**src/rtl/core/assert_macros.svh**
```systemverilog
// ----------------------------------------------------------------------------
// assertion macros
// clocked property checks used by the path validator rtl
// ----------------------------------------------------------------------------
`ifndef ASSERT_MACROS_SVH
`define ASSERT_MACROS_SVH

// property must hold at every clock edge outside reset
`define HPV_ASSERT(label, prop, msg) \
    label: assert property (@(posedge clk) disable iff (!rst_n) (prop)) else $error(msg);

// expression must never be true outside reset
`define HPV_ASSERT_NEVER(label, expr, msg) \
    label: assert property (@(posedge clk) disable iff (!rst_n) !(expr)) else $error(msg);

`endif

```
**src/rtl/core/hpv_pkg.sv**
```systemverilog
// ----------------------------------------------------------------------------
// hpv_pkg
// status codes and result struct of the hierarchical path validator
// ----------------------------------------------------------------------------
package hpv_pkg;

    typedef enum logic [2:0] {
        STAT_OK       = 3'd0,
        STAT_TOO_LONG = 3'd1,
        STAT_NO_LEAD  = 3'd2,
        STAT_DOUBLE   = 3'd3,
        STAT_DOTS     = 3'd4,
        STAT_BAD      = 3'd5,
        STAT_EMPTY    = 3'd6,
        STAT_END_DOTS = 3'd7
    } status_t;

    typedef struct packed {
        logic       emit;
        status_t    status;
        logic [7:0] fail_index;
    } res_t;

endpackage

```
**src/rtl/core/hpv_in_stage.sv**
```systemverilog
// ----------------------------------------------------------------------------
// hpv_in_stage
// input register for path bytes, frees up as soon as the byte moves on
// ----------------------------------------------------------------------------
module hpv_in_stage
(
    input  logic       clk,
    input  logic       rst_n,
    input  logic       in_valid,
    output logic       in_ready,
    input  logic [7:0] ch,
    input  logic       advance,
    output logic       s1_valid,
    output logic [7:0] s1_ch
);

    logic       valid_reg;
    logic       valid_next;
    logic [7:0] ch_reg;
    logic       take;

    assign in_ready = !valid_reg || advance;
    assign take     = in_valid && in_ready;

    always_comb
    begin
        valid_next = valid_reg;
        if (take)
        begin
            valid_next = 1'b1;
        end
        else if (advance)
        begin
            valid_next = 1'b0;
        end
    end

    always_ff @(posedge clk or negedge rst_n)
    begin
        if (!rst_n)
        begin
            valid_reg <= 1'b0;
        end
        else
        begin
            valid_reg <= valid_next;
        end
    end

    always_ff @(posedge clk)
    begin
        if (take)
        begin
            ch_reg <= ch;
        end
    end

    assign s1_valid = valid_reg;
    assign s1_ch    = ch_reg;

endmodule

```
**src/rtl/core/hpv_scanner.sv**
```systemverilog
// ----------------------------------------------------------------------------
// hpv_scanner
// per-path scan state, length count and first failure; decides each result
// ----------------------------------------------------------------------------
`include "assert_macros.svh"

module hpv_scanner
#(
    parameter int MAX_PATH_LEN = 256
)
(
    input  logic              clk,
    input  logic              rst_n,
    input  logic              step,
    input  logic [7:0]        ch,
    output hpv_pkg::res_t     res
);

    localparam int CW     = $clog2(MAX_PATH_LEN);
    localparam int TL_IDX = (MAX_PATH_LEN - 1 > 255) ? 255 : MAX_PATH_LEN - 1;

    localparam logic [7:0] CH_SLASH = 8'h2f;
    localparam logic [7:0] CH_DOT   = 8'h2e;
    localparam logic [7:0] CH_DASH  = 8'h2d;
    localparam logic [7:0] CH_UNDER = 8'h5f;

    typedef enum logic [1:0] {
        SC_START     = 2'd0,
        SC_MIDDLE    = 2'd1,
        SC_SLASH     = 2'd2,
        SC_SLASHDOTS = 2'd3
    } scan_t;

    scan_t            state_reg;
    scan_t            state_next;
    logic [CW-1:0]    cnt_reg;
    logic [CW-1:0]    cnt_next;
    hpv_pkg::status_t code_reg;
    hpv_pkg::status_t code_next;
    logic [7:0]       pos_reg;
    logic [7:0]       pos_next;
    logic             slash_reg;
    logic             slash_next;
    logic [CW:0]      cnt_inc;
    logic             ch_ok;
    logic             is_slash;
    logic             is_dot;

    function automatic logic [7:0] sat8(input logic [CW-1:0] p);
        logic [CW+7:0] w;
        w = (CW+8)'(p);
        if (w > (CW+8)'(255))
        begin
            return 8'hff;
        end
        return w[7:0];
    endfunction

    assign is_slash = (ch == CH_SLASH);
    assign is_dot   = (ch == CH_DOT);
    assign ch_ok    = (ch >= 8'h61 && ch <= 8'h7a) || (ch >= 8'h30 && ch <= 8'h39) ||
                      ch == CH_DASH || ch == CH_UNDER || is_dot || is_slash;
    assign cnt_inc  = (CW+1)'(cnt_reg) + (CW+1)'(1);

    always_comb
    begin
        state_next     = state_reg;
        cnt_next       = cnt_reg;
        code_next      = code_reg;
        pos_next       = pos_reg;
        slash_next     = slash_reg;
        res.emit       = 1'b0;
        res.status     = hpv_pkg::STAT_OK;
        res.fail_index = '0;

        if (ch != 8'h00)
        begin
            // scan state and failure position freeze once a failure is held
            if (code_reg == hpv_pkg::STAT_OK)
            begin
                case (state_reg)
                    SC_START:
                    begin
                        if (!is_slash)
                            code_next = hpv_pkg::STAT_NO_LEAD;
                        else
                            state_next = SC_SLASH;
                    end
                    SC_SLASH:
                    begin
                        if (is_dot)
                            state_next = SC_SLASHDOTS;
                        else if (is_slash)
                            code_next = hpv_pkg::STAT_DOUBLE;
                        else if (!ch_ok)
                            code_next = hpv_pkg::STAT_BAD;
                        else
                            state_next = SC_MIDDLE;
                    end
                    SC_MIDDLE:
                    begin
                        if (is_slash)
                            state_next = SC_SLASH;
                        else if (!ch_ok)
                            code_next = hpv_pkg::STAT_BAD;
                    end
                    default:
                    begin
                        if (is_slash)
                            code_next = hpv_pkg::STAT_DOTS;
                        else if (is_dot)
                            state_next = SC_SLASHDOTS;
                        else if (!ch_ok)
                            code_next = hpv_pkg::STAT_BAD;
                        else
                            state_next = SC_MIDDLE;
                    end
                endcase
                if (code_next != hpv_pkg::STAT_OK)
                begin
                    pos_next = sat8(cnt_reg);
                end
            end
            slash_next = is_slash;
            cnt_next   = cnt_inc[CW-1:0];
            // length limit hit without terminator
            if (cnt_inc == (CW+1)'(MAX_PATH_LEN))
            begin
                res.emit       = 1'b1;
                res.status     = hpv_pkg::STAT_TOO_LONG;
                res.fail_index = 8'(TL_IDX);
            end
        end
        else
        begin
            res.emit = 1'b1;
            if (cnt_reg == '0)
            begin
                res.status = hpv_pkg::STAT_EMPTY;
            end
            else if (code_reg == hpv_pkg::STAT_NO_LEAD)
            begin
                res.status = hpv_pkg::STAT_NO_LEAD;
            end
            else if (slash_reg)
            begin
                res.status     = hpv_pkg::STAT_BAD;
                res.fail_index = sat8(cnt_reg - CW'(1));
            end
            else if (code_reg != hpv_pkg::STAT_OK)
            begin
                res.status     = code_reg;
                res.fail_index = pos_reg;
            end
            else if (state_reg == SC_SLASHDOTS)
            begin
                res.status     = hpv_pkg::STAT_END_DOTS;
                res.fail_index = sat8(cnt_reg - CW'(1));
            end
        end

        // every result restarts the scanner for the next path
        if (res.emit)
        begin
            state_next = SC_START;
            cnt_next   = '0;
            code_next  = hpv_pkg::STAT_OK;
            pos_next   = '0;
            slash_next = 1'b0;
        end
    end

    always_ff @(posedge clk or negedge rst_n)
    begin
        if (!rst_n)
        begin
            state_reg <= SC_START;
            cnt_reg   <= '0;
            code_reg  <= hpv_pkg::STAT_OK;
            pos_reg   <= '0;
            slash_reg <= 1'b0;
        end
        else if (step)
        begin
            state_reg <= state_next;
            cnt_reg   <= cnt_next;
            code_reg  <= code_next;
            pos_reg   <= pos_next;
            slash_reg <= slash_next;
        end
    end

    `HPV_ASSERT(a_cnt_below_max, (CW+1)'(cnt_reg) < (CW+1)'(MAX_PATH_LEN), "count at limit")
    `HPV_ASSERT(a_clear_after_emit, step && res.emit |=> cnt_reg == '0 && code_reg == hpv_pkg::STAT_OK, "not cleared after result")
    `HPV_ASSERT(a_fail_frozen, code_reg != hpv_pkg::STAT_OK && !(step && res.emit) |=> code_reg == $past(code_reg) && pos_reg == $past(pos_reg), "held failure changed")
    `HPV_ASSERT_NEVER(a_pos_without_fail, code_reg == hpv_pkg::STAT_OK && pos_reg != '0, "failure position without failure")

endmodule

```
**src/rtl/core/hpv_out_stage.sv**
```systemverilog
// ----------------------------------------------------------------------------
// hpv_out_stage
// result register holding status and failure index until taken
// ----------------------------------------------------------------------------
module hpv_out_stage
(
    input  logic          clk,
    input  logic          rst_n,
    input  logic          load,
    input  hpv_pkg::res_t res,
    output logic          slot_free,
    output logic          out_valid,
    input  logic          out_ready,
    output logic [2:0]    status,
    output logic [7:0]    fail_index
);

    logic       valid_reg;
    logic       valid_next;
    logic [2:0] status_reg;
    logic [7:0] index_reg;

    assign slot_free = !valid_reg || out_ready;

    always_comb
    begin
        valid_next = valid_reg;
        if (load)
        begin
            valid_next = 1'b1;
        end
        else if (out_ready)
        begin
            valid_next = 1'b0;
        end
    end

    always_ff @(posedge clk or negedge rst_n)
    begin
        if (!rst_n)
        begin
            valid_reg <= 1'b0;
        end
        else
        begin
            valid_reg <= valid_next;
        end
    end

    always_ff @(posedge clk)
    begin
        if (load)
        begin
            status_reg <= res.status;
            index_reg  <= res.fail_index;
        end
    end

    assign out_valid  = valid_reg;
    assign status     = status_reg;
    assign fail_index = index_reg;

endmodule

```
**src/rtl/core/hierarchical_path_validator.sv**
```systemverilog
// ----------------------------------------------------------------------------
// hierarchical_path_validator
// checks a zero-terminated path arriving one byte per item and reports
// one status with the index of the first failure per path
// ----------------------------------------------------------------------------
//  channel  | signals                       | item
//  ---------+-------------------------------+------------------------------
//  input    | in_valid, in_ready, ch        | one path byte, zero ends path
//  output   | out_valid, out_ready, status, | one result per finished or
//           | fail_index                    | over-long path
//
// one byte per cycle unless a held result stalls it; the scanner update is one short step
// between the input register and the result register
// a path's result is registered as its ending byte leaves the input register
// reset clears the scanner and both stage valids, no clearing pass
// a held result stalls only a byte that would make a new result
module hierarchical_path_validator
#(
    parameter int MAX_PATH_LEN = 256
)
(
    input  logic       clk,
    input  logic       rst_n,
    input  logic       in_valid,
    output logic       in_ready,
    input  logic [7:0] ch,
    output logic       out_valid,
    input  logic       out_ready,
    output logic [2:0] status,
    output logic [7:0] fail_index
);

    logic          s1_valid;
    logic [7:0]    s1_ch;
    logic          advance;
    logic          slot_free;
    hpv_pkg::res_t res;

    // a byte that yields no result moves on even while a result waits
    assign advance = s1_valid && (!res.emit || slot_free);

    hpv_in_stage u_in
    (
        .clk      (clk),
        .rst_n    (rst_n),
        .in_valid (in_valid),
        .in_ready (in_ready),
        .ch       (ch),
        .advance  (advance),
        .s1_valid (s1_valid),
        .s1_ch    (s1_ch)
    );

    hpv_scanner #(.MAX_PATH_LEN(MAX_PATH_LEN)) u_scan
    (
        .clk   (clk),
        .rst_n (rst_n),
        .step  (advance),
        .ch    (s1_ch),
        .res   (res)
    );

    hpv_out_stage u_out
    (
        .clk        (clk),
        .rst_n      (rst_n),
        .load       (advance && res.emit),
        .res        (res),
        .slot_free  (slot_free),
        .out_valid  (out_valid),
        .out_ready  (out_ready),
        .status     (status),
        .fail_index (fail_index)
    );

endmodule
```
**config.mk**
```make
export PLATFORM = sky130hd
export DESIGN_NAME = hierarchical_path_validator
export DESIGN_NICKNAME = d
export VERILOG_FILES = /design/src/rtl/core/hpv_pkg.sv /design/src/rtl/core/hpv_in_stage.sv /design/src/rtl/core/hpv_scanner.sv /design/src/rtl/core/hpv_out_stage.sv /design/src/rtl/core/hierarchical_path_validator.sv
export VERILOG_INCLUDE_DIRS = /design/src /design/src/rtl/core
export SDC_FILE = /design/constraint.sdc
export NUM_CORES = 1
export LEC_CHECK = 0
export ABC_AREA = 1
export CAP_MARGIN = 25
export CORE_MARGIN = 8
export CORE_UTILIZATION = 63
export CTS_CLUSTER_SIZE = 16
export DETAILED_ROUTE_END_ITERATION = 10
export DONT_BUFFER_PORTS = 1
export PLACE_DENSITY = 0.79
export SETUP_SLACK_MARGIN = 0.02
export SLEW_MARGIN = 15
export SYNTH_ARGS = -nofsm -noshare
export SYNTH_HDL_FRONTEND = slang
export SYNTH_HIERARCHICAL = 1
export SYNTH_SLANG_ARGS = --single-unit
```
**constraint.sdc**
```tcl
create_clock -name clk -period 3.37 [get_ports clk]
set_input_delay 0.674 -clock clk [delete_from_list [all_inputs] [get_ports clk]]
set_output_delay 0.674 -clock clk [all_outputs]
set_load 0.02 [all_outputs]
```
======== Word-level counts from Yosys, hierarchy flattened ========
Cells that the tools add are included.
word-level totals
  output and inout port bits .............. 13
  bits of input ports ..................... 12
  register bits after elaboration ......... 43
  word-level logic and storage cells ...... 104
cells by class
  reductions and logical operators ........ 32
  equal/unequal tests ..................... 12
  mux-type cells .......................... 44
  magnitude comparators ................... 4
  add/subtract/negate cells ............... 2
operators with widths
  kind                 number
  $mux 8               8
  $mux 3               14
  $mux 11              3
  $eq 8x6->1 const B   3
  $mux 12              2
  $mux 2               9
  $reduce_bool 2->1    5
  $add 8x1->9 const B  1
  $eq 9x9->1 const B   1
  $pmux 3 s3           1
  $eq 8x7->1 const B   1
  $ge 8x6->1 const B   1
  $ge 8x7->1 const B   1
  $le 8x6->1 const B   1
  $le 8x7->1 const B   1
  $logic_not 8->1      1
  $logic_or 1x1->1     8
  $ne 4x4->1 const B   2
  $reduce_bool 8->1    1
  $sub 8x1->8 const B  1
  $mux 1               6
  $reduce_and 6->1     1
  $reduce_bool 3->1    2
  $logic_and 1x1->1    5
  12 further kinds     15

======== Longest topological paths before layout ========
  word-level depth ........................ 18
  depth in mapped cells ................... 16
  depth with buffers taken out ............ 16

======== Cells and area by module ========
Netlist, hierarchy kept.
modules (own cells, without submodules)
  module                       times used  area an instance (µm²)  cells each  seq. area each (µm²)
  hpv_scanner                  1           1835.5                  272         550.5
  hpv_out_stage                1           375.4                   16          355.3
  hpv_in_stage                 1           285.3                   14          265.3
  hierarchical_path_validator  1           25.0                    5           0.0

======== Least setup slack after synthesis ========
Ideal clock, no wire load.
  path type ............................... register to output
  start ................................... register u_scan.cnt_reg[0]
  end ..................................... output port in_ready
  stages on the path, launching flop included .. 10
  buffers on the path ..................... 0
  path slack .............................. 1001 ps
  required time ........................... 2696 ps
  arrival ................................. 1695 ps
  cell sequence ........................... dfrtp_1 ha_1 nand3_1 nor2_1 xor2_1 nand4_4 nand2_4 a21oi_2 inv_1 nand2_1
RTL lines
  element                 line                               RTL
  from (decl)             hpv_scanner.sv:36                  logic [CW-1:0] cnt_reg;
  from (signal assigned)  hpv_scanner.sv:186                 cnt_reg <= cnt_next;
  to (decl)               hierarchical_path_validator.sv:25  output logic in_ready,

==> flow_metrics.tcl <==
set metrics [dict create \
    status "finished clean" \
    cp_data_arrival_time_ps 2370 \
    area_delta_synth_final_pct 5.11 \
    synth_seq_cells 43 \
    synth_cells 307 \
    pwr-share-clk 0.295 \
    grt_pass1_wl_um 8340 \
    ios 25 \
    tns_ps 0 \
    nets 320 \
    cp_data_required_time_ps 2700 \
    wl_um 5030 \
    post-cts-setup-buffers 0 \
    start_util 0.644 \
    antennaDiodeCount 0 \
    worst-path-buf-inv 2 \
    floorplan.rows 23 \
    cts_tree "built" \
    pre_cts_ws_ps 672 \
    syn-cell-area_mm2 0.00252 \
    grt_pass1_vias 1856 \
    cts_root_buf "clkbuf_8" \
    grt_max_degree 25 \
    slew_viol_final 0 \
    p_per_area_mw_per_mm2 495 \
    insertion_delay_ps 300 \
    path_cells "nor2_1 -> nand2_1 -> nor4_1 -> bufinv_8 -> nand2_4 -> a21oi_2 -> inv_1 -> nand2_1" \
    vdd_drop_max_uv 310 \
    worstMarginPinSlew_ps 784 \
    synth.distinct_cells 35 \
    max_freq_mhz 329 \
    crit_top_cell "nand2_1" \
    p_int_mw 0.904 \
    fill_cells 332 \
    fp.dieH_um 79.3 \
    routedWlPerCell_um 14.1 \
    final_hold_viol_count 0 \
    cap_violations 0 \
    critPathMaxStageDelay_ps 600 \
    leakage_nw 1.27 \
    chipWidth_um 79.3 \
    hp-class "in -> async" \
    drc 0 \
    multi_input_area_mm2 0.00111 \
    dieArea_mm2 0.00628 \
    drt_iter0_drc 183 \
    syn_area_per_cell_um2 8.21 \
    reg2reg_setup_slack_ps 660 \
    critPathTopFamily "simple AND/OR/NAND/NOR gates" \
    period_share 0.903 \
    slew_headroom 0.472 \
    synth.yosys.seq_area_share 0.465 \
    power_frac_seq 0.506 \
    rsz0062_at_grt "false" \
    drtPass1Iterations 4 \
    grt_usage 0.167 \
    comb_power_share 0.199 \
    swShare 0.311 \
    finClkSkew_ps 6.48 \
    p_switching_mw 0.409 \
    vias 1991 \
    path_clk_slew_ps 80 \
    cts_inserted_buffers 5 \
    dp_hpwl_um 3760 \
    critPathLaunchType "flop" \
    antenna_left 0 \
    cts_max_path_buffers 2 \
    cts_num_sinks 43 \
    antenna_found_initial 0 \
    coreArea_mm2 0.00391 \
    setup_ws_ps 326 \
    critPathKind "reg -> out" \
    cp_max_fo 7 \
    vias_per_cell 5.58 \
    ys_warn_count 6 \
    fin_crit_ps 3040 \
    postCtsHoldBufs 0 \
    port_buffers 0 \
    crit_path_top_delay_cell "nor4_1" \
    place_congestion 0.878 \
    critPathCaptureType "output port" \
    grt-ovfl-total 0 \
    final-seq-area_mm2 0.00117 \
    setup_violations 0 \
    syn_nets 321 \
    cts_max_level 2 \
    drive_gt1_frac 0.107 \
    post_cts_resized 0 \
]
## cells by family (layout without fill, tap and decap cells)
logic type      after synthesis  after routing  synth area share
xor+xnor                     11             11            0.0382
compound gates               45             45             0.109
simple gates                151            151             0.285
fa+ha+maj                     2              2           0.00992
flops                        43             43             0.465
buf+inv                      55             55            0.0933
## layout make-up
type	count	share of cell area
Timing Repair Buffer	1	0.00283
Inverter	46	0.0703
Sequential cell	43	0.442
Tap cell	50	0.0236
Multi-Input combinational cell	209	0.421
Clock inverter	3	0.0146
Clock buffer	5	0.0260
## Yosys cell counts, drive strengths merged
cell | instances | share of area
a22oi | 6 | 0.018
nor4 | 1 | 0.0025
buf | 6 | 0.015
clkbuf | 3 | 0.0045
dfrtp | 24 | 0.24
nand3b | 1 | 0.0030
edfxtp | 19 | 0.23
o22ai | 6 | 0.015
bufinv | 1 | 0.0069
a21oi | 9 | 0.024
inv | 45 | 0.067
nand4 | 2 | 0.011
nor3 | 5 | 0.019
o211ai | 1 | 0.0030
nand2 | 70 | 0.12
xor2 | 11 | 0.038
or2 | 1 | 0.0025
nand3 | 37 | 0.075
nor2 | 34 | 0.054
o21bai | 2 | 0.0060
ha | 2 | 0.0099
a31oi | 1 | 0.0025
o21ai | 20 | 0.041
## metal layers
layer | up-vias | track usage | wire length [um]
met1 | 912 | 0.209 | 2280
met3 | 6 | 0.0429 | 294
met2 | 67 | 0.269 | 2390
met5 | - | 0 | 0
met4 | 0 | 0.0704 | 65
li1 | 1006 | - | -
## path summary, 6_finish.rpt
check	from	end	depth (start not counted)
setup / recovery	u_in/s1_ch[1]$_DFFE_PP_	in_ready	8
hold / removal	rst_n	u_scan/cnt_reg[0]$_DFFE_PN0P_	0
setup reg to reg	u_scan/cnt_reg[0]$_DFFE_PN0P_	u_scan/code_reg[1]$_DFFE_PN0P_	11
hold reg to reg	u_scan/pos_reg[5]$_DFFE_PN0P_	u_scan/pos_reg[5]$_DFFE_PN0P_	2
max in group asynchronous	rst_n	u_scan/pos_reg[6]$_DFFE_PN0P_	0
min in group clk	ch[5]	u_in/s1_ch[5]$_DFFE_PP_	0
## power groups by stage
stage | logic, mW | clock network [mW] | registers (mW)
final | 0.261 | 0.387 | 0.665
after global routing | 0.289 | 0.421 | 0.674
after CTS | 0.259 | 0.396 | 0.663
after detailed placement | 0.256 | 0 | 0.674
after global placement | 0.252 | 0 | 0.672
after floorplan | 0.258 | 0 | 0.634
## layout by cell type (no fill, tap or decap), types with 7 or more instances in the layout
cell      count
nand2_1      60
inv_1        41
nand3_1      36
nor2_1       31
dfrtp_1      24
edfxtp_1     19
o21ai_0      17
xor2_1       11
nand2_2       8
a21oi_1       7
## metrics by stage
stage               hold slack, ps  utilization  std cells  cell area (um2)  power (mW)
floorplan                      378            -        307             2520       0.892
global placement               380        0.650        349             2540       0.924
detailed placement             380        0.650        349             2540       0.930
CTS                           54.6        0.677        357             2650        1.32
global route                  45.8        0.677        357             2650        1.38
finish                        60.9        0.677        357             2650        1.31
Power figures use the tool's default switching activity.
